==> config.mk <==
export PLATFORM = sky130hd
export DESIGN_NAME = tmc_angle_reduce
export DESIGN_NICKNAME = d
export VERILOG_FILES = /design/src/rtl/tmc_pkg.sv /design/src/rtl/tmc_angle_reduce.sv
export SDC_FILE = /design/constraint.sdc
export NUM_CORES = 1
export LEC_CHECK = 0
export BUFFER_PORTS_ARGS = -buffer_cell sky130_fd_sc_hd__buf_4
export CORE_UTILIZATION = 50
export CTS_CLUSTER_SIZE = 14
export DETAILED_ROUTE_END_ITERATION = 10
export PLACE_DENSITY = 0.69
export SLEW_MARGIN = 10
export SYNTH_ARGS = -nofsm -noshare
export SYNTH_HDL_FRONTEND = slang
export SYNTH_SLANG_ARGS = --single-unit
==> constraint.sdc <==
create_clock -name i_clk -period 6.74 [get_ports i_clk]
set_input_delay 0.337 -clock i_clk [delete_from_list [all_inputs] [get_ports i_clk]]
set_output_delay 0.337 -clock i_clk [all_outputs]
set_load 0.05 [all_outputs]
==> src/rtl/tmc_pkg.sv <==
// shared types, constants and fixed-point helpers for the matrix compose unit
`default_nettype none
package tmc_pkg;

    typedef logic signed [31:0] t_q16;
    typedef logic signed [32:0] t_q30;
    typedef logic signed [33:0] t_cw;
    typedef logic signed [25:0] t_ang;

    localparam int DEG_FULL    = 23592960;
    localparam int DEG_HALF    = 11796480;
    localparam int DEG_QUARTER = 5898240;
    localparam int CORDIC_STEPS = 18;
    localparam int CORDIC_PER_STAGE = 3;
    localparam int CORDIC_STAGES = CORDIC_STEPS / CORDIC_PER_STAGE;
    localparam int CORDIC_GAIN = 652032874;
    localparam int ONE_Q16 = 65536;

    localparam int LAT_REDUCE  = 3;
    localparam int LAT_CORDIC  = CORDIC_STAGES + 1;
    localparam int LAT_COMPOSE = 5;
    localparam int LAT_FRONT   = LAT_REDUCE + LAT_CORDIC;
    localparam int LAT_TOTAL   = LAT_FRONT + LAT_COMPOSE;

    localparam int ATAN_DEG [CORDIC_STEPS] = '{
        2949120, 1740967, 919879, 466945, 234379, 117304, 58666, 29335,
        14668, 7334, 3667, 1833, 917, 458, 229, 115, 57, 29
    };

    // q2.30 product, rounded half up
    function automatic t_q30 mul_q30(input t_q30 a, input t_q30 b);
        logic signed [65:0] p;
        p = 66'(a) * 66'(b) + (66'sd1 <<< 29);
        return p[62:30];
    endfunction

endpackage
`default_nettype wire

==> src/rtl/tmc_angle_reduce.sv <==
// angle reduction modulo 360 degrees and fold into [-90, 90]
`default_nettype none
module tmc_angle_reduce (
    input  wire logic          i_clk,
    input  wire logic          i_en,
    input  wire tmc_pkg::t_q16 i_angle,
    output tmc_pkg::t_ang      o_angle,
    output logic               o_flip
);
    import tmc_pkg::*;

    localparam logic [33:0] BIAS = 34'(DEG_FULL) * 34'd128;

    logic [33:0] r_u1;
    logic [24:0] r_u2;
    t_ang        r_ang;
    logic        r_flip;
    logic [33:0] n_u1;
    logic [33:0] n_u2;
    t_ang        n_ang;
    logic        n_flip;

    // four conditional subtractions per stage
    always_comb begin
        n_u1 = 34'(i_angle) + BIAS;
        for (int k = 7; k >= 4; k--) begin
            if (n_u1 >= (34'(DEG_FULL) << k)) begin
                n_u1 = n_u1 - (34'(DEG_FULL) << k);
            end
        end
    end

    always_comb begin
        n_u2 = r_u1;
        for (int k = 3; k >= 0; k--) begin
            if (n_u2 >= (34'(DEG_FULL) << k)) begin
                n_u2 = n_u2 - (34'(DEG_FULL) << k);
            end
        end
    end

    always_comb begin
        n_ang  = signed'(26'(r_u2));
        n_flip = 1'b0;
        if (n_ang > 26'sd11796480) begin
            n_ang = n_ang - 26'(DEG_FULL);
        end
        if (n_ang > 26'(DEG_QUARTER)) begin
            n_ang  = n_ang - 26'(DEG_HALF);
            n_flip = 1'b1;
        end else if (n_ang < -26'(DEG_QUARTER)) begin
            n_ang  = n_ang + 26'(DEG_HALF);
            n_flip = 1'b1;
        end
    end

    always_ff @(posedge i_clk) begin
        if (i_en) begin
            r_u1   <= n_u1;
            r_u2   <= n_u2[24:0];
            r_ang  <= n_ang;
            r_flip <= n_flip;
        end
    end

    assign o_angle = r_ang;
    assign o_flip  = r_flip;

endmodule
`default_nettype wire

==> results list <==
- The via count of the first global-routing pass was 5,120.
- After clock tree synthesis, the clock-pin slew on the worst setup and hold paths is 0.06 ns.
* Type of the setup path with the least slack: flip-flop to flip-flop
- Type of element launching the critical path: flip-flop
* Maxcap violations: 0
- Detailed-route DRC error count: 0
- Clock skew on the completed layout was measured at 0.00565 ns.
- Post-detailed-routing wire length: 15,600 µm
- Post-CTS repair changed the size of 0 cells.
- Detailed-route via count: 5,657
- Clk sink count: 86
* Net Count, Synth: 707
* Netlist Area Pre-Place: 6570 µm²
* Amount of wire on met3 after detailed routing: 805 µm
* Least-Margin Pin Slew: 1.03 ns
- Horiz. Die Dim: 117 µm
- The cell count after synthesis came out at 660.
* Final worst slack: 0.980 ns
- Max FO, Critical Path: 13
- Signed area change from the synthesized netlist to the final layout: 12.8%
- Power per cell area: 408 nW/µm²
- Status: completed
- Routability congestion estimate from global placement: 0.916
- Leakage: 2.65 nW
- Counting distinct cell types in the post-synthesis netlist gives 103.
- Hold repair after CTS inserted 0 buffers.
- The H-tree was split into 3 levels.
- Dividing the detail-routed via count by the number of cells gives 6.41.
- Main flop type after synthesis: edfxtp_1
* Type of the most critical hold path: input pin to flip-flop
- Most frequently used cell type in the post-synthesis netlist: edfxtp_1
- Flop and latch count out of synthesis: 86
* Fraction of registers with async set/reset: 0%
- Core ar.: 12,700 µm²
- DR iter-0 viols: 511
* Worst vdd rail ir drop: 0.168 mV
* Routed wire length per instance: 17.7 µm
- After global routing the overflow that remains totals 0.
- Clock root buffer: clkbuf_16
* Clock tree from TritonCTS: built
- The first global-routing pass estimated 25,400 µm of wire.
- Initial antenna violation count: 0
- Overall power consumption: 3.02 mW
- Layout cells sized above 1: 18.1%
- After the last flow step, the layout net total stands at 753.
- Total Negative Setup Slacks: 0 ns
- Cell types with the highest counts after synthesis: edfxtp_1 (86), nor2_1 (60), nand2_1 (47)
- Post-CTS timing repair inserted 0 buffers for setup.
- After filler insertion, the fill cell instance count of the layout stands at 1,140.
* Number of enable flip-flop cells after synthesis: 86
* Final-report max-slew violation count: 0
- Largest net degree at the start of global routing: 87
- Subtracting the final worst setup slack from the clock period gives 5.76 ns.
* Main area contributors after synthesis: edfxtp_1 (39%), xnor2_1 (4.0%), nor2_1 (3.4%), nand2_1 (2.7%), ha_1 (2.5%)
* Critical path arrival: 5.94 ns
- Placement-stage worst setup slack: 1.07 ns
- Of all cell types, the one taking the most synthesized area is edfxtp_1.
- Number of optimization iterations in the first detailed-route pass: 5
* Clock Tree Buf Depth: 2
* Final design utilization: 58.3%
- After detailed routing, the wire length on met1 is 6900 µm.
- RSZ-0062 raised after global routing: no
- All-Layer GR Usage: 23.9%
- Worst skew pair latency: 0.33 ns
* Period utilisation layout: 85.5%
- The die covers 13,600 µm².
- After synthesis, the largest area contributor takes up 39.3% of total cell area.
- Element type at the critical path end: flip-flop
- The detail route stage leaves a number of antenna-violating nets equal to 0.
* Buffers added on ports: 60
* Max layer used: met4
- Number of warnings issued by yosys: 0
- # rows: 41
- In this run the tightest slew margin relative to its limit is 31.5%.
* Initial Utilization: 51.6%
* Max Clk Rate: 0.174 GHz
- The die is 117 µm tall.
- The final count of hold timing violations came to 0.
- Setup violations remaining at the end of the flow were counted as 0.
- Sequential cells were found to cover 39.3% of the synthesized design area.
- 0 antenna diodes ended up in the layout.
* Amount of wire on met2 after detailed routing: 7580 µm
* Average cell area after synthesis: 9.95 µm²
- Ports: 61
* Total clock buffers created by CTS: 9
* Half-perimeter wire length of the detailed placement result: 12,100 µm
- STA puts the critical path data required time at 6.92 ns.
-- critical path, stage by stage, from the launching register on --
cell      delay [ns]
edfxtp_1        0.49
or3_4           0.48
nor4_4          0.34
nand3_2         0.25
a211oi_2        0.30
xnor2_1         0.28
nand4_1         0.51
nor2_1          0.35
xnor2_1         0.17
ha_1            0.24
or4_4           0.55
a32oi_4         0.30
o21bai_2        0.13
a31oi_1         0.24
xor2_1          0.34
a31oi_1         0.20
o21ai_2         0.20
mux2i_1         0.20
-- cell usage in the layout (no fill, tap or decap), types with 8 or more instances in the layout --
cell type	netlist	routed
clkbuf_16	0	9
nand2_1	47	47
edfxtp_1	86	86
xor2_1	8	8
a21o_1	11	11
xnor2_1	30	30
inv_1	16	16
a21oi_1	26	26
mux2i_1	12	12
nor4_1	21	21
o21ai_0	28	28
a31oi_1	8	8
buf_4	0	60
and3_1	9	9
nor2_1	60	60
nand3_1	22	22
ha_1	13	13
nand4_1	12	12
nor3_1	14	14
or3_1	9	9
a211oi_1	12	12
-- stage by stage --
step,std cells,cell area [µm²],hold WS (ns)
after global placement,867,7110,0.435
after detailed placement,867,7110,0.435
after global routing,883,7410,0.171
after CTS,883,7410,0.176
final,883,7410,0.190
after floorplan,660,6570,0.427
-- worst paths after layout --
path | startpoint | endpoint | slack (ns) | cells after the start
setup reg to reg | r_u1[28]$_DFFE_PP_ | r_u2[20]$_DFFE_PP_ | 0.98 | 17
hold / removal | i_angle[5] | r_u1[5]$_DFFE_PP_ | 0.19 | 1
hold reg to reg | r_u2[14]$_DFFE_PP_ | o_angle[14]$_DFFE_PP_ | 0.45 | 0
setup / recovery | r_u1[28]$_DFFE_PP_ | r_u2[20]$_DFFE_PP_ | 0.98 | 17
-- cell type report --
class / count / area, µm² / area share (%)
inverters: 16 / 60.1 / 0.810
flip-flops and latches: 86 / 2580 / 34.8
clock buffers: 9 / 225 / 3.04
multi-input cells: 533 / 3800 / 51.3
clock inverters: 7 / 80.1 / 1.08
well taps: 172 / 215 / 2.90
repair buffers: 60 / 450 / 6.08
-- flip-flops by register name (all words and copies together), names as in the netlist --
name	flops
o_flip	1
o_angle	26
r_u2	25
r_u1	34
-- routing by layer --
layer | global-route usage, % | vias up
met5 | 0 | -
met4 | 8.69 | 0
met3 | 3.58 | 25
met2 | 40.8 | 202
met1 | 30.9 | 2699
li1 | - | 2731
-- where the power goes --
group | switching, mW | internal (mW) | leakage (nW) | total, mW
Combinational | 1.09 | 0.636 | 1.66 | 1.72
Sequential | 0.0780 | 0.729 | 0.841 | 0.807
Clock | 0.202 | 0.292 | 0.148 | 0.494
Total | 1.37 | 1.66 | 2.65 | 3.02
-- cell families after synthesis --
family,count (synthesis),share of synthesized area (%)
fa+ha+maj,16,2.93
simple gates,259,22.5
compound gates,201,24.1
flops,86,39.3
mux,16,2.69
xor+xnor,40,5.56
buf+inv,41,2.86
other cells,1,0.0571
No activity file was read; power rests on OpenSTA's default activity.
