File: src/rtl/tmc_pkg.sv
// shared types, constants and fixed-point helpers for the matrix compose unit
`default_nettype none
package tmc_pkg;

    typedef logic signed [31:0] t_q16;
    typedef logic signed [32:0] t_q30;
    typedef logic signed [33:0] t_cw;
    typedef logic signed [25:0] t_ang;

    localparam int DEG_FULL    = 23592960;
    localparam int DEG_HALF    = 11796480;
    localparam int DEG_QUARTER = 5898240;
    localparam int CORDIC_STEPS = 18;
    localparam int CORDIC_PER_STAGE = 3;
    localparam int CORDIC_STAGES = CORDIC_STEPS / CORDIC_PER_STAGE;
    localparam int CORDIC_GAIN = 652032874;
    localparam int ONE_Q16 = 65536;

    localparam int LAT_REDUCE  = 3;
    localparam int LAT_CORDIC  = CORDIC_STAGES + 1;
    localparam int LAT_COMPOSE = 5;
    localparam int LAT_FRONT   = LAT_REDUCE + LAT_CORDIC;
    localparam int LAT_TOTAL   = LAT_FRONT + LAT_COMPOSE;

    localparam int ATAN_DEG [CORDIC_STEPS] = '{
        2949120, 1740967, 919879, 466945, 234379, 117304, 58666, 29335,
        14668, 7334, 3667, 1833, 917, 458, 229, 115, 57, 29
    };

    // q2.30 product, rounded half up
    function automatic t_q30 mul_q30(input t_q30 a, input t_q30 b);
        logic signed [65:0] p;
        p = 66'(a) * 66'(b) + (66'sd1 <<< 29);
        return p[62:30];
    endfunction

endpackage
`default_nettype wire

File: src/rtl/tmc_cordic.sv
// pipelined rotation cordic in degrees, sine and cosine in q2.30
`default_nettype none
module tmc_cordic (
    input  wire logic          i_clk,
    input  wire logic          i_en,
    input  wire tmc_pkg::t_ang i_angle,
    input  wire logic          i_flip,
    output tmc_pkg::t_q30      o_sin,
    output tmc_pkg::t_q30      o_cos
);
    import tmc_pkg::*;

    t_cw  w_x [CORDIC_STAGES];
    t_cw  w_y [CORDIC_STAGES];
    t_ang w_z [CORDIC_STAGES];
    logic w_f [CORDIC_STAGES];
    t_cw  r_x [CORDIC_STAGES];
    t_cw  r_y [CORDIC_STAGES];
    t_ang r_z [CORDIC_STAGES];
    logic r_f [CORDIC_STAGES];
    t_q30 r_sin;
    t_q30 r_cos;

    assign w_x[0] = 34'(CORDIC_GAIN);
    assign w_y[0] = '0;
    assign w_z[0] = i_angle;
    assign w_f[0] = i_flip;

    for (genvar s = 0; s < CORDIC_STAGES; s++) begin : g_stage
        t_cw  n_x;
        t_cw  n_y;
        t_ang n_z;

        if (s > 0) begin : g_link
            assign w_x[s] = r_x[s-1];
            assign w_y[s] = r_y[s-1];
            assign w_z[s] = r_z[s-1];
            assign w_f[s] = r_f[s-1];
        end

        always_comb begin
            t_cw tx;
            n_x = w_x[s];
            n_y = w_y[s];
            n_z = w_z[s];
            for (int j = 0; j < CORDIC_PER_STAGE; j++) begin
                if (n_z >= 0) begin
                    tx  = n_x - (n_y >>> (s * CORDIC_PER_STAGE + j));
                    n_y = n_y + (n_x >>> (s * CORDIC_PER_STAGE + j));
                    n_z = n_z - 26'(ATAN_DEG[s * CORDIC_PER_STAGE + j]);
                end else begin
                    tx  = n_x + (n_y >>> (s * CORDIC_PER_STAGE + j));
                    n_y = n_y - (n_x >>> (s * CORDIC_PER_STAGE + j));
                    n_z = n_z + 26'(ATAN_DEG[s * CORDIC_PER_STAGE + j]);
                end
                n_x = tx;
            end
        end

        always_ff @(posedge i_clk) begin
            if (i_en) begin
                r_x[s] <= n_x;
                r_y[s] <= n_y;
                r_z[s] <= n_z;
                r_f[s] <= w_f[s];
            end
        end
    end

    // quadrant fold undone by negation
    always_ff @(posedge i_clk) begin
        if (i_en) begin
            r_sin <= r_f[CORDIC_STAGES-1] ? 33'(-r_y[CORDIC_STAGES-1])
                                          : 33'(r_y[CORDIC_STAGES-1]);
            r_cos <= r_f[CORDIC_STAGES-1] ? 33'(-r_x[CORDIC_STAGES-1])
                                          : 33'(r_x[CORDIC_STAGES-1]);
        end
    end

    assign o_sin = r_sin;
    assign o_cos = r_cos;

endmodule
`default_nettype wire

File: config.mk
export PLATFORM = sky130hd
export DESIGN_NAME = tmc_cordic
export DESIGN_NICKNAME = d
export VERILOG_FILES = /design/src/rtl/tmc_pkg.sv /design/src/rtl/tmc_cordic.sv
export SDC_FILE = /design/constraint.sdc
export NUM_CORES = 2
export LEC_CHECK = 0
export ABC_CLOCK_PERIOD_IN_PS = 18940
export CAP_MARGIN = 20
export CORE_UTILIZATION = 65
export DETAILED_ROUTE_END_ITERATION = 6
export DONT_BUFFER_PORTS = 1
export PLACE_DENSITY = 0.81
export SKIP_LAST_GASP = 1
export SYNTH_ARGS = -nofsm -noshare
export SYNTH_HDL_FRONTEND = slang
export SYNTH_SLANG_ARGS = --single-unit
export TNS_END_PERCENT = 10
File: constraint.sdc
create_clock -name i_clk -period 18.94 [get_ports i_clk]
set_clock_uncertainty 0.1 [all_clocks]
set_input_delay 3.788 -clock i_clk [delete_from_list [all_inputs] [get_ports i_clk]]
set_output_delay 3.788 -clock i_clk [all_outputs]
set_load 0.02 [all_outputs]
==> metrics.log <==
[metrics] result of the run: complete, but fails checks
[metrics] violated checks: design-rule violations
[metrics] met1 GRT Util: 44.8%
[metrics] drt first pass iters: 7
[metrics] Multi-input gate area: 0.0812 mm²
[metrics] ANT nets after route: 0
[metrics] async set or reset register ratio after synthesis: 0%
[metrics] Tmin final: 14.62 ns
[metrics] Die Wd: 399 µm
[metrics] number of warnings reported in the yosys synthesis log: 0
[metrics] fraction of layout cells with a size suffix above 1: 3.78%
[metrics] routed wire length: 299000 µm
[metrics] slew at the pin closest to its max-slew limit: 1.42 ns
[metrics] vias per cell: 6.60
[metrics] Sink Count: 597
[metrics] Area contributors post-synth: ha_1 (18%), edfxtp_1 (18%), xnor2_1 (10%), a21oi_1 (6.0%), xor2_1 (5.5%)
[metrics] Synth-to-Final Area Change: 4.38%
[metrics] smallest hold slack: 0.323 ns
[metrics] relative slew slack: 5.10%
[metrics] antenna cell count: 0
[metrics] worst setup path class: reg2reg
[metrics] antenna violations before repair: 2
[metrics] maximum fanout along the worst path: 43
[metrics] detailed router's first-iteration violation count: 8273
[metrics] TritonCTS clock tree: done
[metrics] GR met2 Demand/Resource: 61.4%
[metrics] global-route total usage across every layer: 36.0%
[metrics] setup repair bufs after CTS: 0
[metrics] ys flop type: edfxtp_1
[metrics] Crit path required time: 19.36 ns
[metrics] area taken by flip-flops and latches: 0.0179 mm²
[metrics] RSZ-0062 raised after global routing: false
[metrics] final estimated routing congestion in global placement: 0.997
[metrics] Synth Net Count: 14200
[metrics] area of the core: 0.156 mm²
[metrics] global-route wire length before repair: 472000 µm
[metrics] mean area per synthesized cell: 8.09 µm²
[metrics] total standard cell area after synthesis: 0.102 mm²
[metrics] number of cells produced by synthesis: 12700
[metrics] count of placed standard cells in the final layout, fillers left out: 14700
[metrics] # H-tree levels: 3
[metrics] TritonCTS Buffers: 71
[metrics] number of enable-type register cells in the synthesized netlist: 597
[metrics] Most Used Layer, Global Route: met2
[metrics] register bit count reported by yosys: 597
[metrics] # fillers: 13100
[metrics] routed vias: 96800
[metrics] std cell rows: 145
[metrics] starting density of the core: 65.5%
[metrics] crit share post-route: 77.2%
[metrics] DIE HEIGHT: 399 µm
[metrics] Root Buffer Master: clkbuf_16
[metrics] Clock Pin Slew Worst Setup and Hold Paths: 0.07 ns
[metrics] die footprint: 0.159 mm²
[metrics] total I/O pin count: 95
[metrics] global routing met3 resource utilization: 4.64%
[metrics] layout net count: 14100
[metrics] nature of the critical path endpoint: flip-flop
[metrics] clock latency of the later-clocked register in the worst-skew pair: 0.71 ns
[metrics] post-cts hold buffer count: 0
[metrics] Hold Path Class: reg2reg
[metrics] portion of the post-synthesis area used by sequential elements: 17.5%
[metrics] Clock Path Buffers: 3
[metrics] DR DRC count: 2
[metrics] Crit path arrival time: 15.04 ns
[metrics] total gr overflow: 0
[metrics] Setup-failing EPs final: 0
[metrics] routed length per placed instance: 20.4 µm
[metrics] delay of the slowest cell on the worst path: 0.82 ns
[metrics] final count of pins violating max slew: 0
[metrics] post-synth cell types: 153
[metrics] CP Launch Type: flip-flop
[metrics] pin count of the biggest net entering global routing: 598
[metrics] Placed Instances: 14500
[metrics] number of global-route vias before repair: 91200
[metrics] Max Cap Violations: 0
[metrics] highest achievable clock rate: 68.4 MHz
[metrics] setup_tns: 0 ns
[metrics] post-cts gate resize count: 0
[metrics] fraction of post-synthesis cell area in the top cell type by area: 17.6%
[metrics] slowest CP cell: inv_2
[metrics] final number of hold-violating endpoints: 0
[metrics] placed wire-length estimate: 243000 µm
[metrics] count of input and output buffers: 0
[metrics] leading area contributor after synthesis: ha_1
critical path: cells and delay by family, from the launching register on:
kind	cells	cell delay, ns
xor+xnor	2	0.31
simple gates	11	2.96
fa+ha+maj	3	1.11
flops	1	0.54
compound gates	22	6.43
buf+inv	7	2.93
cell type report:
type | instances | area share (%)
inverter | 666 | 2.34
clock buffer | 78 | 1.69
sequential | 597 | 16.8
tap | 2058 | 2.41
timing repair buffer | 55 | 0.412
clock inverter | 44 | 0.438
multi-input combinational | 11200 | 75.9
registers in the layout, summed over array words and instances, names as in the netlist:
register	cells
r_x	200
r_y	195
r_z	130
o_cos	33
o_sin	33
r_f	6
cells in the final DEF (no fill, tap or decap), drive strengths merged, types with 41 or more instances in the layout:
cell / count
xnor2: 1228
mux2i: 52
a21o: 521
or3: 134
nor2b: 164
inv: 674
nor4: 110
nor2: 1066
o211ai: 70
o31ai: 156
nand4: 82
o21ai: 811
buf: 51
o21a: 236
a21boi: 74
nor3: 307
a211oi: 115
edfxtp: 597
nand2: 789
fa: 41
ha: 1444
clkbuf: 82
nand2b: 205
a21oi: 1236
a31o: 44
o21bai: 192
and2: 84
xor2: 649
and3: 120
a31oi: 173
nand3: 236
or2: 87
o41ai: 74
layer usage:
layer,share of wire [%],vias up
li1,-,46600
met1,42,45700
met2,47,3747
met3,6.8,763
met4,4.9,2
met5,0.0027,-
synth_stat cells, types with 111 or more instances:
| library cell | number |
|---|---|
| a211oi_1 | 111 |
| a21o_1 | 519 |
| a21oi_1 | 1230 |
| a31oi_1 | 170 |
| and3_1 | 119 |
| clkbuf_1 | 200 |
| edfxtp_1 | 597 |
| ha_1 | 1444 |
| inv_1 | 662 |
| nand2_1 | 789 |
| nand2b_1 | 204 |
| nand3_1 | 236 |
| nor2_1 | 1063 |
| nor2b_1 | 163 |
| nor3_1 | 304 |
| o21a_1 | 236 |
| o21ai_0 | 787 |
| o21bai_1 | 192 |
| o31ai_1 | 149 |
| or3_1 | 132 |
| xnor2_1 | 1218 |
| xor2_1 | 647 |
path summary, 6_finish.rpt:
| check | cells past startpoint | endpoint | start | slack (ns) |
|---|---|---|---|---|
| max | 45 | r_x[3][33] | r_z[2][0] | 4.32 |
| min reg2reg | 0 | r_f[3] | r_f[2] | 0.32 |
| min | 0 | r_f[3] | r_f[2] | 0.32 |
| max reg2reg | 45 | r_x[3][33] | r_z[2][0] | 4.32 |
logic make-up (layout without fill, tap and decap cells):
group / count (synthesis) / count (layout) / share of synthesized area, %
adders and majority gates: 1485 / 1485 / 18.4
DFF: 597 / 597 / 17.5
and+or+nand+nor: 3574 / 3574 / 17.2
muxes: 85 / 85 / 0.886
AOI/OAI and AO/OA: 4144 / 4144 / 26.3
xor gates and xnor gates: 1881 / 1881 / 16.3
buffers and inverters: 895 / 843 / 3.36
per-stage QoR:
step	worst slack [ns]	utilization [%]	instance area (µm²)
floorplan	4.28	-	102000
global placement	5.03	66.8	105000
detailed placement	4.69	66.8	105000
CTS	4.66	68.3	107000
global route	3.35	68.4	107000
finish	4.32	68.4	107000
Power is not shown: default switching activity piles up to over one toggle a cycle in this logic, so the estimate is an artifact.
