--- src/rtl/tmc_pkg.sv ---
// shared types, constants and fixed-point helpers for the matrix compose unit
`default_nettype none
package tmc_pkg;

    typedef logic signed [31:0] t_q16;
    typedef logic signed [32:0] t_q30;
    typedef logic signed [33:0] t_cw;
    typedef logic signed [25:0] t_ang;

    localparam int DEG_FULL    = 23592960;
    localparam int DEG_HALF    = 11796480;
    localparam int DEG_QUARTER = 5898240;
    localparam int CORDIC_STEPS = 18;
    localparam int CORDIC_PER_STAGE = 3;
    localparam int CORDIC_STAGES = CORDIC_STEPS / CORDIC_PER_STAGE;
    localparam int CORDIC_GAIN = 652032874;
    localparam int ONE_Q16 = 65536;

    localparam int LAT_REDUCE  = 3;
    localparam int LAT_CORDIC  = CORDIC_STAGES + 1;
    localparam int LAT_COMPOSE = 5;
    localparam int LAT_FRONT   = LAT_REDUCE + LAT_CORDIC;
    localparam int LAT_TOTAL   = LAT_FRONT + LAT_COMPOSE;

    localparam int ATAN_DEG [CORDIC_STEPS] = '{
        2949120, 1740967, 919879, 466945, 234379, 117304, 58666, 29335,
        14668, 7334, 3667, 1833, 917, 458, 229, 115, 57, 29
    };

    // q2.30 product, rounded half up
    function automatic t_q30 mul_q30(input t_q30 a, input t_q30 b);
        logic signed [65:0] p;
        p = 66'(a) * 66'(b) + (66'sd1 <<< 29);
        return p[62:30];
    endfunction

endpackage
`default_nettype wire

--- src/rtl/tmc_row_ser.sv ---
// output register that sends a finished matrix as four row transfers
`default_nettype none
module tmc_row_ser (
    input  wire logic          i_clk,
    input  wire logic          i_rst_n,
    input  wire logic          i_load,
    input  wire tmc_pkg::t_q16 i_mat [3][3],
    input  wire tmc_pkg::t_q16 i_mov [3],
    output logic               o_ready,
    output logic               o_valid,
    input  wire logic          i_stall,
    output logic [1:0]         o_row_number,
    output tmc_pkg::t_q16      o_elem_col0,
    output tmc_pkg::t_q16      o_elem_col1,
    output tmc_pkg::t_q16      o_elem_col2,
    output tmc_pkg::t_q16      o_elem_col3,
    output logic               o_last_row
);
    import tmc_pkg::*;

    localparam logic [1:0] ROW_LAST = 2'd3;

    logic       r_have;
    logic [1:0] r_row;
    t_q16       r_mat [3][3];
    t_q16       r_mov [3];
    logic       w_take;

    assign w_take  = r_have && !i_stall;
    assign o_ready = !r_have || (w_take && r_row == ROW_LAST);

    always_ff @(posedge i_clk) begin
        if (!i_rst_n) begin
            r_have <= 1'b0;
            r_row  <= '0;
        end else if (i_load) begin
            r_have <= 1'b1;
            r_row  <= '0;
        end else if (w_take) begin
            r_have <= (r_row != ROW_LAST);
            r_row  <= r_row + 2'd1;
        end
    end

    always_ff @(posedge i_clk) begin
        if (i_load) begin
            r_mat <= i_mat;
            r_mov <= i_mov;
        end
    end

    always_comb begin
        case (r_row)
            2'd0: begin
                o_elem_col0 = r_mat[0][0];
                o_elem_col1 = r_mat[0][1];
                o_elem_col2 = r_mat[0][2];
                o_elem_col3 = r_mov[0];
            end
            2'd1: begin
                o_elem_col0 = r_mat[1][0];
                o_elem_col1 = r_mat[1][1];
                o_elem_col2 = r_mat[1][2];
                o_elem_col3 = r_mov[1];
            end
            2'd2: begin
                o_elem_col0 = r_mat[2][0];
                o_elem_col1 = r_mat[2][1];
                o_elem_col2 = r_mat[2][2];
                o_elem_col3 = r_mov[2];
            end
            default: begin
                o_elem_col0 = '0;
                o_elem_col1 = '0;
                o_elem_col2 = '0;
                o_elem_col3 = 32'(ONE_Q16);
            end
        endcase
    end

    assign o_valid      = r_have;
    assign o_row_number = r_row;
    assign o_last_row   = (r_row == ROW_LAST);

endmodule
`default_nettype wire

--- config.mk ---
export PLATFORM = sky130hd
export DESIGN_NAME = tmc_row_ser
export DESIGN_NICKNAME = d
export VERILOG_FILES = /design/src/rtl/tmc_pkg.sv /design/src/rtl/tmc_row_ser.sv
export SDC_FILE = /design/constraint.sdc
export NUM_CORES = 1
export LEC_CHECK = 0
export ABC_AREA = 1
export BUFFER_PORTS_ARGS = -buffer_cell sky130_fd_sc_hd__buf_4
export CORE_AREA = 2 2 204 206
export DETAILED_ROUTE_END_ITERATION = 8
export DIE_AREA = 0 0 206 208
export GPL_TIMING_DRIVEN = 0
export MAX_ROUTING_LAYER = met4
export REMOVE_ABC_BUFFERS = 1
export SYNTH_ARGS = -nofsm -noshare
export SYNTH_HDL_FRONTEND = slang
export SYNTH_SLANG_ARGS = --single-unit
export TNS_END_PERCENT = 100
--- constraint.sdc ---
create_clock -name i_clk -period 2.45 [get_ports i_clk]
set_input_delay 0.245 -clock i_clk [delete_from_list [all_inputs] [get_ports i_clk]]
set_output_delay 0.245 -clock i_clk [all_outputs]
set_load 0.05 [all_outputs]
==> results of run 1 <==
worst paths after layout:
path                    from              end  depth (start not counted)
max          o_row_number[0]  o_elem_col2[20]                          9
min                   i_load       r_mat[185]                          1
max reg2reg  o_row_number[1]  o_row_number[1]                          5
min reg2reg  o_row_number[0]  o_row_number[0]                          2
state kept, by name (all words and copies together), names as in the netlist:
signal        flops
o_valid           1
o_row_number      2
r_mat           288
r_mov            96
cell families after synthesis:
family / Yosys count / share of synthesized area
AO/OA/AOI/OAI: 2 / 0.0006576
adder cells (fa/ha/maj): 4 / 0.003288
buffers and inverters: 189 / 0.06165
flip-flops: 387 / 0.7615
AND/OR/NAND/NOR: 650 / 0.1729
cell usage in the layout, fill, tap and decap left out, types with 7 or more instances in the layout:
cell type,instances
buf_4,514
nand2_1,508
dlygate4sd3_1,386
edfxtp_1,384
inv_1,131
nand3_1,125
clkbuf_16,47
buf_16,18
clkbuf_1,12
clkinv_1,10
diode_2,9
buf_6,7
power groups by stage:
| stage | registers (mW) | clock network [mW] | logic [mW] |
|---|---|---|---|
| after floorplan | 8.11 | 0 | 1.32 |
| after global placement | 8.16 | 0 | 2.48 |
| after detailed placement | 8.14 | 0 | 2.51 |
| after CTS | 8.00 | 6.26 | 3.10 |
| final | 8.01 | 6.14 | 3.15 |
| after global routing | 8.05 | 6.54 | 3.33 |
layer usage:
metal / up-vias / part of all wire / GRT usage / wire length, um
met1: 6111 / 0.38 / 0.2708 / 19560
met2: 543 / 0.51 / 0.4081 / 26320
li1: 5947 / - / - / -
met3: 117 / 0.076 / 0.04762 / 3923
met4: 0 / 0.032 / 0.09926 / 1654
met5: - / 0 / - / 0
per-stage QoR:
stage | setup TNS, ps | power [mW] | hold WS (ps)
global route | -13.53 | 17.92 | 167.6
CTS | -10.35 | 17.36 | 141.9
detailed placement | 0 | 10.64 | 424.3
finish | 0 | 17.30 | 142.2
floorplan | -181220 | 9.429 | 343.9
global placement | -1162510 | 10.64 | 423.2
worst max-delay path: stages (launching register included):
cell	delay [ps]
dfxtp_4	380
inv_2	100
ha_4	200
buf_8	160
buf_16	170
nand2_1	110
nand3_1	100
nand2_1	70
inv_1	90
buf_6	160
timing repair:
item,in CTS,in global routing
hold buffers,386,0
endpoints found under the setup margin,127,45
hold endpoints to repair,387,0
pin swaps,2,0
gates cloned,9,2
setup buffers,7,0
gates resized for setup,21,17
layout make-up:
cell class                 count  share of cell area
timing repair inverter         1           0.0003457
clock buffer                  57             0.04622
sequential                   387              0.4578
clock inverter                19            0.005728
inverter                     134             0.02049
timing repair buffer         933              0.3338
tap                          532             0.02627
antenna                        9           0.0008888
multi-input combinational    656              0.1085
==> results.md, run 1 <==
* Power Internal at between 10 and 15 mW
* DR vias at around 13000
* Netlist Area Pre-Place at around 15000 um^2
* H-tree lvl count at 2
* DR iter-0 viols at roughly 760
* Post-Syn Instances at approximately 1200
* Yosys cell types at 16
* Final Wtd Congestion at ~0.84
* DR DRC count at 0
* Core area at between 40000 and 50000 um^2
* Die Wd at just over 200 um
* Vias in the first global route at about 14000
* Final Hold Violating Endpoints at 0
* Initial Util at 0.3754
* Clock share of power at 0.355
* Drt total wl at 51450 um
* Site Rows at 74
* Total die area at ~43000 um^2
* Largest net degree at the start of global routing at approximately 120
* Tcrit/Tclk final at 0.9648
* Seq/Total Area, Yosys at 0.7615
* CTS clock-pin slew for the worst setup and hold paths at ~50 ps
* Port Buf Inserts at between 500 and 600
* Tmin final at approximately 2400 ps
* I/O pins at around 520
* Final non-filler cell total at 2728
* First-pass GRT wire length at ~75000 um
* Layout cell share with drive strength beyond 1 at 0.2840
* Final Slew Violations at 0
* Critical path endpoint category: primary output
* Clock skew at 0.4542 ps
* Leak pwr at around 11 nW
* Post-Layout Inst Area at between 20000 and 30000 um^2
* Top FF cell, synth: edfxtp_1
* Register area at 11600 um^2
* Max_slew headroom at 0.5513
* Tot GR Track Use at 0.2382
* Tightest Pin Transition at between 600 and 700 ps
* Final WS setup at ~86 ps
* DR vias/cell at roughly 4.7
* Worst IR drop on VDD at 720.2 uV
* Die height at approximately 210 um
* CTS buffer count at 44
* Average cell area after synthesis at 12.36 um^2
* Synth area leader: edfxtp_1
* CTS Buffer Depth at 3
* Dpl cells at roughly 2200
* Hold WC Path Type: in2reg
* Initial antenna violation count at 9
* Multi-input gate area at ~2800 um^2
* Logic pwr share at 0.182
* FFs w/ async S/R, synth at 0
* R2r setup slk at about 1400 ps
* Syn. warnings at 0
* DPL Wire Length at around 28000 um
* Data arrival time of the critical path at roughly 2100 ps
* Clock Sink Count at ~390
* Grt ovf at 0
* Clock Latency Late Sink at 540 ps
* Psw at 4.504 mW
* Area grow syn2layout at 66.46%
* Sw frac at 0.2603
* EDFF count, synth at between 300 and 400
* Fillers at around 3000
* Antenna viol nets, final at 0
* Part of the power in registers at 0.463
* Top-count cell post-synth: nand2_1
* TritonCTS clock tree: yes
* Placement Setup Slack at about 210 ps
* Ranking of synthesized cells by area: edfxtp_1 76%, nand2_1 13%, nand3_1 4.1%
* Fmax at 0.4230 GHz
* Worst Setup Start Kind: flip-flop
* Final setup vio count at 0
* # Max-Cap Violations at 0
* Critical path type: reg2out
* Router iterations before antenna repair at 5
* PwrDens at just under 700 nW/um^2
* Post-synth top area share at 0.7575
* Status: finished clean
* Root Driver: clkbuf_16
* FF+latch count, synth at 387
* Area of placed instances at 19680 um^2
* Critical Path RT at approximately 2200 ps
* WL/cell at ~19 um
* Utilization after layout at 0.6248
* Most frequent cells after synthesis: 509 x nand2_1, 384 x edfxtp_1, 133 x inv_1, 126 x nand3_1, 19 x buf_2
* Max FO, Critical Path at 17
* Nets at roughly 2500
No activity file was read; power rests on OpenSTA's default activity.
==> run 2: changes to the inputs <==
CTS_BUF_LIST = sky130_fd_sc_hd__clkbuf_4 sky130_fd_sc_hd__clkbuf_8 sky130_fd_sc_hd__clkbuf_16   (was default)
==> run 2 against run 1 <==
  * Die area did not move
  * Sequential share of layout area fell by 0.19 points
  * Worst setup slack improved by 22 ps
  * Cell count rose by 0.15%
  * Total power rose by 0.94%
  * Worst hold slack improved by 20 ps
  * Final area rose by 0.41%
  * Clock power rose by 2%
  * First-iteration DRC count rose by 8.9%
  * Wire length rose by 2.1%
  * Highest routed layer unchanged
  * Global-route usage rose by 0.13 points
==> results.md, run 2 (same netlist as run 1, synthesis figures left out) <==
* Die height at 208 um (unchanged)
* DR iter-0 viols at 831 (+8.9%)
* Max reg flops at 288 (unchanged)
* Dpl cells at 2239 (unchanged)
* Tot GR Track Use at 0.2396 (+0.001322)
* Max_slew headroom at 0.5549 (+0.003599)
* Hold WC Path Type: in2reg
* Final non-filler cell total at 2732 (+0.15%)
* Utilization after layout at 0.6274 (+0.002561)
* RSZ-0062 raised after global routing: yes
* Crit path max-delay family: buffers and inverters
* Clock Sink Count at 387 (unchanged)
* Initial Util at 0.3754 (unchanged)
* WP buf/inv at 5 (unchanged)
* Part of the power in registers at 0.459 (-0.004)
* Worst path cell trace: inv_2 -> ha_4 -> buf_12 -> buf_16 -> nand2_1 -> nand3_1 -> nand2_1 -> inv_1 -> buf_4
* Clock Latency Late Sink at 540 ps (about the same)
* Tcrit/Tclk final at 0.9558 (-0.009077)
* CTS clock-pin slew for the worst setup and hold paths at 50 ps (about the same)
* Site Rows at 74 (unchanged)
* Psw at 4.531 mW (+0.60%)
* Worst Setup Start Kind: flip-flop
* Critical path endpoint category: primary output
* Setup Total Neg Slack at 0 ps (unchanged)
* CTS Buffer Depth at 3 (unchanged)
* Core area at 40550 um^2 (unchanged)
* Final setup vio count at 0 (unchanged)
* Port Buf Inserts at 520 (unchanged)
* Tightest Pin Transition at 667.7 ps (-5.399 ps)
* Layout cell share with drive strength beyond 1 at 0.2907 (+0.006784)
* DR DRC count at 0 (unchanged)
* Final Wtd Congestion at 0.8353 (unchanged)
* Total die area at 42850 um^2 (unchanged)
* DR vias at 12820 (+0.79%)
* Area grow syn2layout at 67.14%
* Data arrival time of the critical path at 2100 ps (-20 ps)
* Die Wd at 206 um (unchanged)
* Critical path type: reg2out
* Biggest register: r_mat
* Most frequent CP cell: nand2_1
* Most frequent cells in the layout: 517 x buf_4, 509 x nand2_1, 386 x dlygate4sd3_1
* Grt ovf at 0 (unchanged)
* CP max stage cell: dfxtp_4
* Root Driver: clkbuf_16
* Area of placed instances at 19680 um^2 (unchanged)
* Max incr delay on CP at 380 ps (about the same)
* Largest net degree at the start of global routing at 122 (unchanged)
* Router iterations before antenna repair at 5 (unchanged)
* Vias in the first global route at 13530 (-0.32%)
* Most common cell after layout, fill and taps aside: buf_4
* I/O pins at 521 (unchanged)
* CTS buffer count at 44 (unchanged)
* PwrDens at 686.5 nW/um^2 (+0.53%)
* DR vias/cell at 4.692 (+0.64%)
* Leak pwr at 11.30 nW (+0.63%)
* H-tree lvl count at 2 (unchanged)
* Clock skew at 0.4138 ps (-0.04047 ps)
* Sw frac at 0.2594 (-0.0008718)
* Nets at 2553 (+0.16%)
* Drt total wl at 52550 um (+2.1%)
* Fillers at 2961 (-0.37%)
* Critical Path RT at 2200 ps (about the same)
* WL/cell at 19.24 um (+2.0%)
* Fmax at 0.4271 GHz (+0.95%)
* Tmin final at 2342 ps (-22.24 ps)
* Final Hold Violating Endpoints at 0 (unchanged)
* Worst IR drop on VDD at 721.2 uV (+0.14%)
* DPL Wire Length at 28140 um (unchanged)
* Post-Layout Inst Area at 25440 um^2 (+0.41%)
* Initial antenna violation count at 9 (unchanged)
* First-pass GRT wire length at 74940 um (+0.42%)
* Clock share of power at 0.360 (+0.005)
* Power Internal at 12.93 mW (+1.1%)
* Antenna viol nets, final at 0 (unchanged)
* Logic pwr share at 0.181 (about the same)
* Final Slew Violations at 0 (unchanged)
* TritonCTS clock tree: yes
* # Max-Cap Violations at 0 (unchanged)
* Status: finished clean
* Max FO, Critical Path at 32 (+15)
run 2: cell count changes in the layout (fill, tap and decap cells not counted):
| cell | delta |
|---|---|
| clkbuf_16 | +2 |
| clkbuf_4 | +12 |
| nand3_1 | -1 |
| buf_4 | +3 |
| buf_12 | -1 |
| nand2_2 | -1 |
| nand3_2 | +1 |
| buf_8 | +1 |
| buf_6 | -1 |
| clkbuf_1 | -12 |
| nand2_1 | +1 |
run 2: final cells by class:
| cell class | instances | area, um^2 | share of cell area |
|---|---|---|---|
| Sequential cell | 387 | 11600 | 0.4559 |
| Clock buffer | 57 | 1216 | 0.04780 |
| Antenna cell | 9 | 22.52 | 0.0008852 |
| Timing Repair Buffer | 937 | 8513 | 0.3346 |
| Inverter | 134 | 519.2 | 0.02041 |
| Multi-Input combinational cell | 656 | 2753 | 0.1082 |
| Clock inverter | 19 | 145.1 | 0.005705 |
| Tap cell | 532 | 665.6 | 0.02616 |
| Timing Repair inverter | 1 | 8.758 | 0.0003443 |
run 2: through the flow:
| step | setup WS, ps | power [mW] | hold slack (ps) |
|---|---|---|---|
| after floorplan | -1491 | 9.429 | 343.9 |
| after global placement | -4239 | 10.64 | 423.2 |
| after detailed placement | 205.2 | 10.64 | 424.3 |
| after CTS | -3.894 | 17.50 | 141.9 |
| after global routing | -1.181 | 18.06 | 169.1 |
| final | 108.4 | 17.47 | 162.2 |
run 2: worst paths after layout:
| path | startpoint | endpoint | slack, ps | cells after the start |
|---|---|---|---|---|
| setup reg to reg | o_row_number[1] | o_row_number[1] | 1370 | 5 |
| hold reg to reg | o_row_number[1] | o_row_number[1] | 560 | 2 |
| setup / recovery | o_row_number[0] | o_elem_col1[21] | 110 | 9 |
| hold / removal | i_load | r_mat[185] | 160 | 1 |
run 2: metal layers:
layer / vias to the layer above / share of wire / track usage
met5: - / 0 / -
met3: 124 / 0.079 / 0.04872
met2: 584 / 0.51 / 0.4133
met4: 0 / 0.033 / 0.09828
met1: 6153 / 0.38 / 0.2697
li1: 5957 / - / -
run 2: what timing repair did:
item                                    CTS  global route
endpoints found under the hold margin   387             0
gates cloned                              9             6
pin swaps                                 2             0
hold buffers                            386             0
endpoints found under the setup margin  127            46
setup buffers                             7             0
gates resized for setup                  21            13
run 2: power by group through the flow:
stage                     logic (mW)  clock network (mW)  registers, mW
after detailed placement        2.51                   0           8.14
after global placement          2.48                   0           8.16
after floorplan                 1.32                   0           8.11
after CTS                       3.10                6.39           8.00
final                           3.17                6.28           8.01
after global routing            3.34                6.67           8.05
==> run 3: changes to the inputs <==
clock period = 2.7 ns   (was 2.45 ns; I/O delays follow)
==> run 3 against run 2 <==
  * Cell count down 0.59%
  * Sequential power down 9.2%
  * Global-route usage down 1.4 points
  * Die area unchanged
  * Sequential share of layout area up 0.63 points
  * Largest power group unchanged
  * Non-clock buffer count down 15
  * Clock power down 9.6%
  * Flip-flop and latch count unchanged
  * Register-to-register slack better by 190 ps
  * Final area down 1.4%
  * Critical endpoint is now o_elem_col3[22]
==> results.md, run 3 (same netlist as run 1, synthesis figures left out) <==
* CP max stage cell: bufbuf_16
* DR iter-0 viols at 701 (-16%)
* Critical path type: reg2out
* Worst Setup SP: o_row_number[0]
* DR vias/cell at 4.637 (-1.2%)
* Min-delay src: i_load
* Fmax at around 0.39 GHz
* Status: finished clean
* Total die area at 42850 um^2 (unchanged)
* Most common cell after layout, fill and taps aside: buf_4
* I/O pins at 521 (unchanged)
* CTS buffer count at 44 (unchanged)
* Dpl cells at 2239 (unchanged)
* Router iterations before antenna repair at 5 (unchanged)
* Area grow syn2layout at 64.78%
* Clock Latency Late Sink at 540 ps (about the same)
* DR DRC count at 0 (unchanged)
* Port Buf Inserts at 520 (unchanged)
* Max FO, Critical Path at 31 (-3.1%)
* WL/cell at 17.96 um (-6.7%)
* First-pass GRT wire length at 71740 um (-4.3%)
* CTS clock-pin slew for the worst setup and hold paths at 50 ps (about the same)
* RSZ-0062 raised after global routing: yes
* Logic pwr share at 0.178 (-0.003)
* Placement Setup Slack at 430.2 ps (+225.0 ps)
* CTS Buffer Depth at 3 (unchanged)
* H-tree lvl count at 2 (unchanged)
* Final non-filler cell total at 2716 (-0.59%)
* Root Driver: clkbuf_16
* Max_slew headroom at 0.5498 (-0.005113)
* Max incr delay on CP at 410 ps (+30 ps)
* Die height at 208 um (unchanged)
* R2r startpoint: o_row_number[1]
* Clock Sink Count at 387 (unchanged)
* Critical path endpoint category: primary output
* Layout cell share with drive strength beyond 1 at 0.2832 (-0.007516)
* Worst Setup Start Kind: flip-flop
* Clock skew at 0.3821 ps (-0.03170 ps)
* Utilization after layout at 0.6185 (-0.008855)
* Largest net degree at the start of global routing at 122 (unchanged)
* Hold WC Path Type: in2reg
* Biggest register: r_mat
* DR vias at 12590 (-1.7%)
* Worst path cell trace: inv_1 -> ha_4 -> bufbuf_16 -> nand2_1 -> nand3_1 -> nand2_1 -> inv_1 -> buf_4
* PwrDens at 628.0 nW/um^2 (-8.5%)
* Clock share of power at 0.361 (about the same)
* Final Hold Violating Endpoints at 0 (unchanged)
* Most frequent cells in the layout: 521 x buf_4, 509 x nand2_1, 386 x dlygate4sd3_1
* Core area at 40550 um^2 (unchanged)
* Setup Total Neg Slack at 0 ps (unchanged)
* TritonCTS clock tree: yes
* Psw at 4.051 mW (-11%)
* Tot GR Track Use at 0.2258 (-0.01382)
* Critical Path RT at 2430 ps (+230 ps)
* Final hold slack at 168.8 ps (+6.538 ps)
* Final WS setup at 129.9 ps (+21.53 ps)
* Part of the power in registers at 0.462 (+0.003)
* Power Internal at 11.70 mW (-9.5%)
* Tightest Pin Transition at 675.4 ps (+7.670 ps)
* Tmin final at approximately 2600 ps
* Final setup vio count at 0 (unchanged)
* Tcrit/Tclk final at 0.9519
* Site Rows at 74 (unchanged)
* Total Power at 15.75 mW (-9.8%)
* # Max-Cap Violations at 0 (unchanged)
* Worst IR drop on VDD at 652.8 uV (-9.5%)
* Post-Layout Inst Area at 25080 um^2 (-1.4%)
* Max reg flops at 288 (unchanged)
* Antenna viol nets, final at 0 (unchanged)
* Leak pwr at 11.14 nW (-1.4%)
* Area of placed instances at 19680 um^2 (unchanged)
* DPL Wire Length at 28140 um (unchanged)
* Final Slew Violations at 0 (unchanged)
* Sw frac at 0.2572 (-0.002289)
* Die Wd at 206 um (unchanged)
* Final Wtd Congestion at 0.8353 (unchanged)
* Data arrival time of the critical path at 2300 ps (+200 ps)
* Nets at 2537 (-0.63%)
* Initial Util at 0.3754 (unchanged)
* Drt total wl at 48770 um (-7.2%)
* Vias in the first global route at 13360 (-1.2%)
* Grt ovf at 0 (unchanged)
* Initial antenna violation count at 9 (unchanged)
-- run 3: changes by cell type in the layout (fill, tap and decap cells not counted), sizes merged --
cell	change
inv	-2
bufinv	+1
buf	-15
clkbuf	-2
bufbuf	+2
-- run 3: path summary, 6_finish.rpt --
check / end / slack [ps] / cells past startpoint
max reg2reg: o_row_number[1] / 1560 / 5
min: r_mat[185] / 170 / 1
min reg2reg: o_row_number[0] / 550 / 2
max: o_elem_col3[22] / 130 / 8
-- run 3: power groups by stage --
stage	sequential [mW]	clock (mW)	combinational [mW]
finish	7.27	5.68	2.80
global route	7.31	6.05	2.97
CTS	7.26	5.80	2.78
detailed placement	7.38	0	2.27
global placement	7.40	0	2.25
floorplan	7.36	0	1.20
-- run 3: cell type report --
cell class / count / area (um^2)
clock inverters: 19 / 145.1
diodes: 9 / 22.52
flip-flops and latches: 387 / 11590
well taps: 532 / 665.6
multi-input cells: 656 / 2730
inverters: 134 / 529.3
clock buffers: 57 / 1216
repair buffers: 922 / 8180
fillers: 3005 / 15470
-- run 3: what timing repair did --
item / in CTS / in global routing
cloned: 2 / 2
endpoints found under the hold margin: 387 / 0
resized for setup: 3 / 3
buffers inserted: 2 / 0
hold buffers: 386 / 0
setup endpoints to repair: 72 / 65
pin swaps: 1 / 0
-- run 3: layer usage --
| metal | vias up | global-route usage | share of wire |
|---|---|---|---|
| li1 | 5916 | - | - |
| met1 | 6009 | 0.2457 | 0.38 |
| met2 | 538 | 0.3938 | 0.52 |
| met3 | 131 | 0.04966 | 0.073 |
| met4 | 0 | 0.09778 | 0.036 |
| met5 | - | - | 0 |
-- run 3: critical path: cells and delay by family, from the launching register on --
kind / cells / cell delay (ps)
buffers and inverters: 4 / 830
DFF: 1 / 360
adders and majority gates: 1 / 300
and+or+nand+nor: 3 / 270
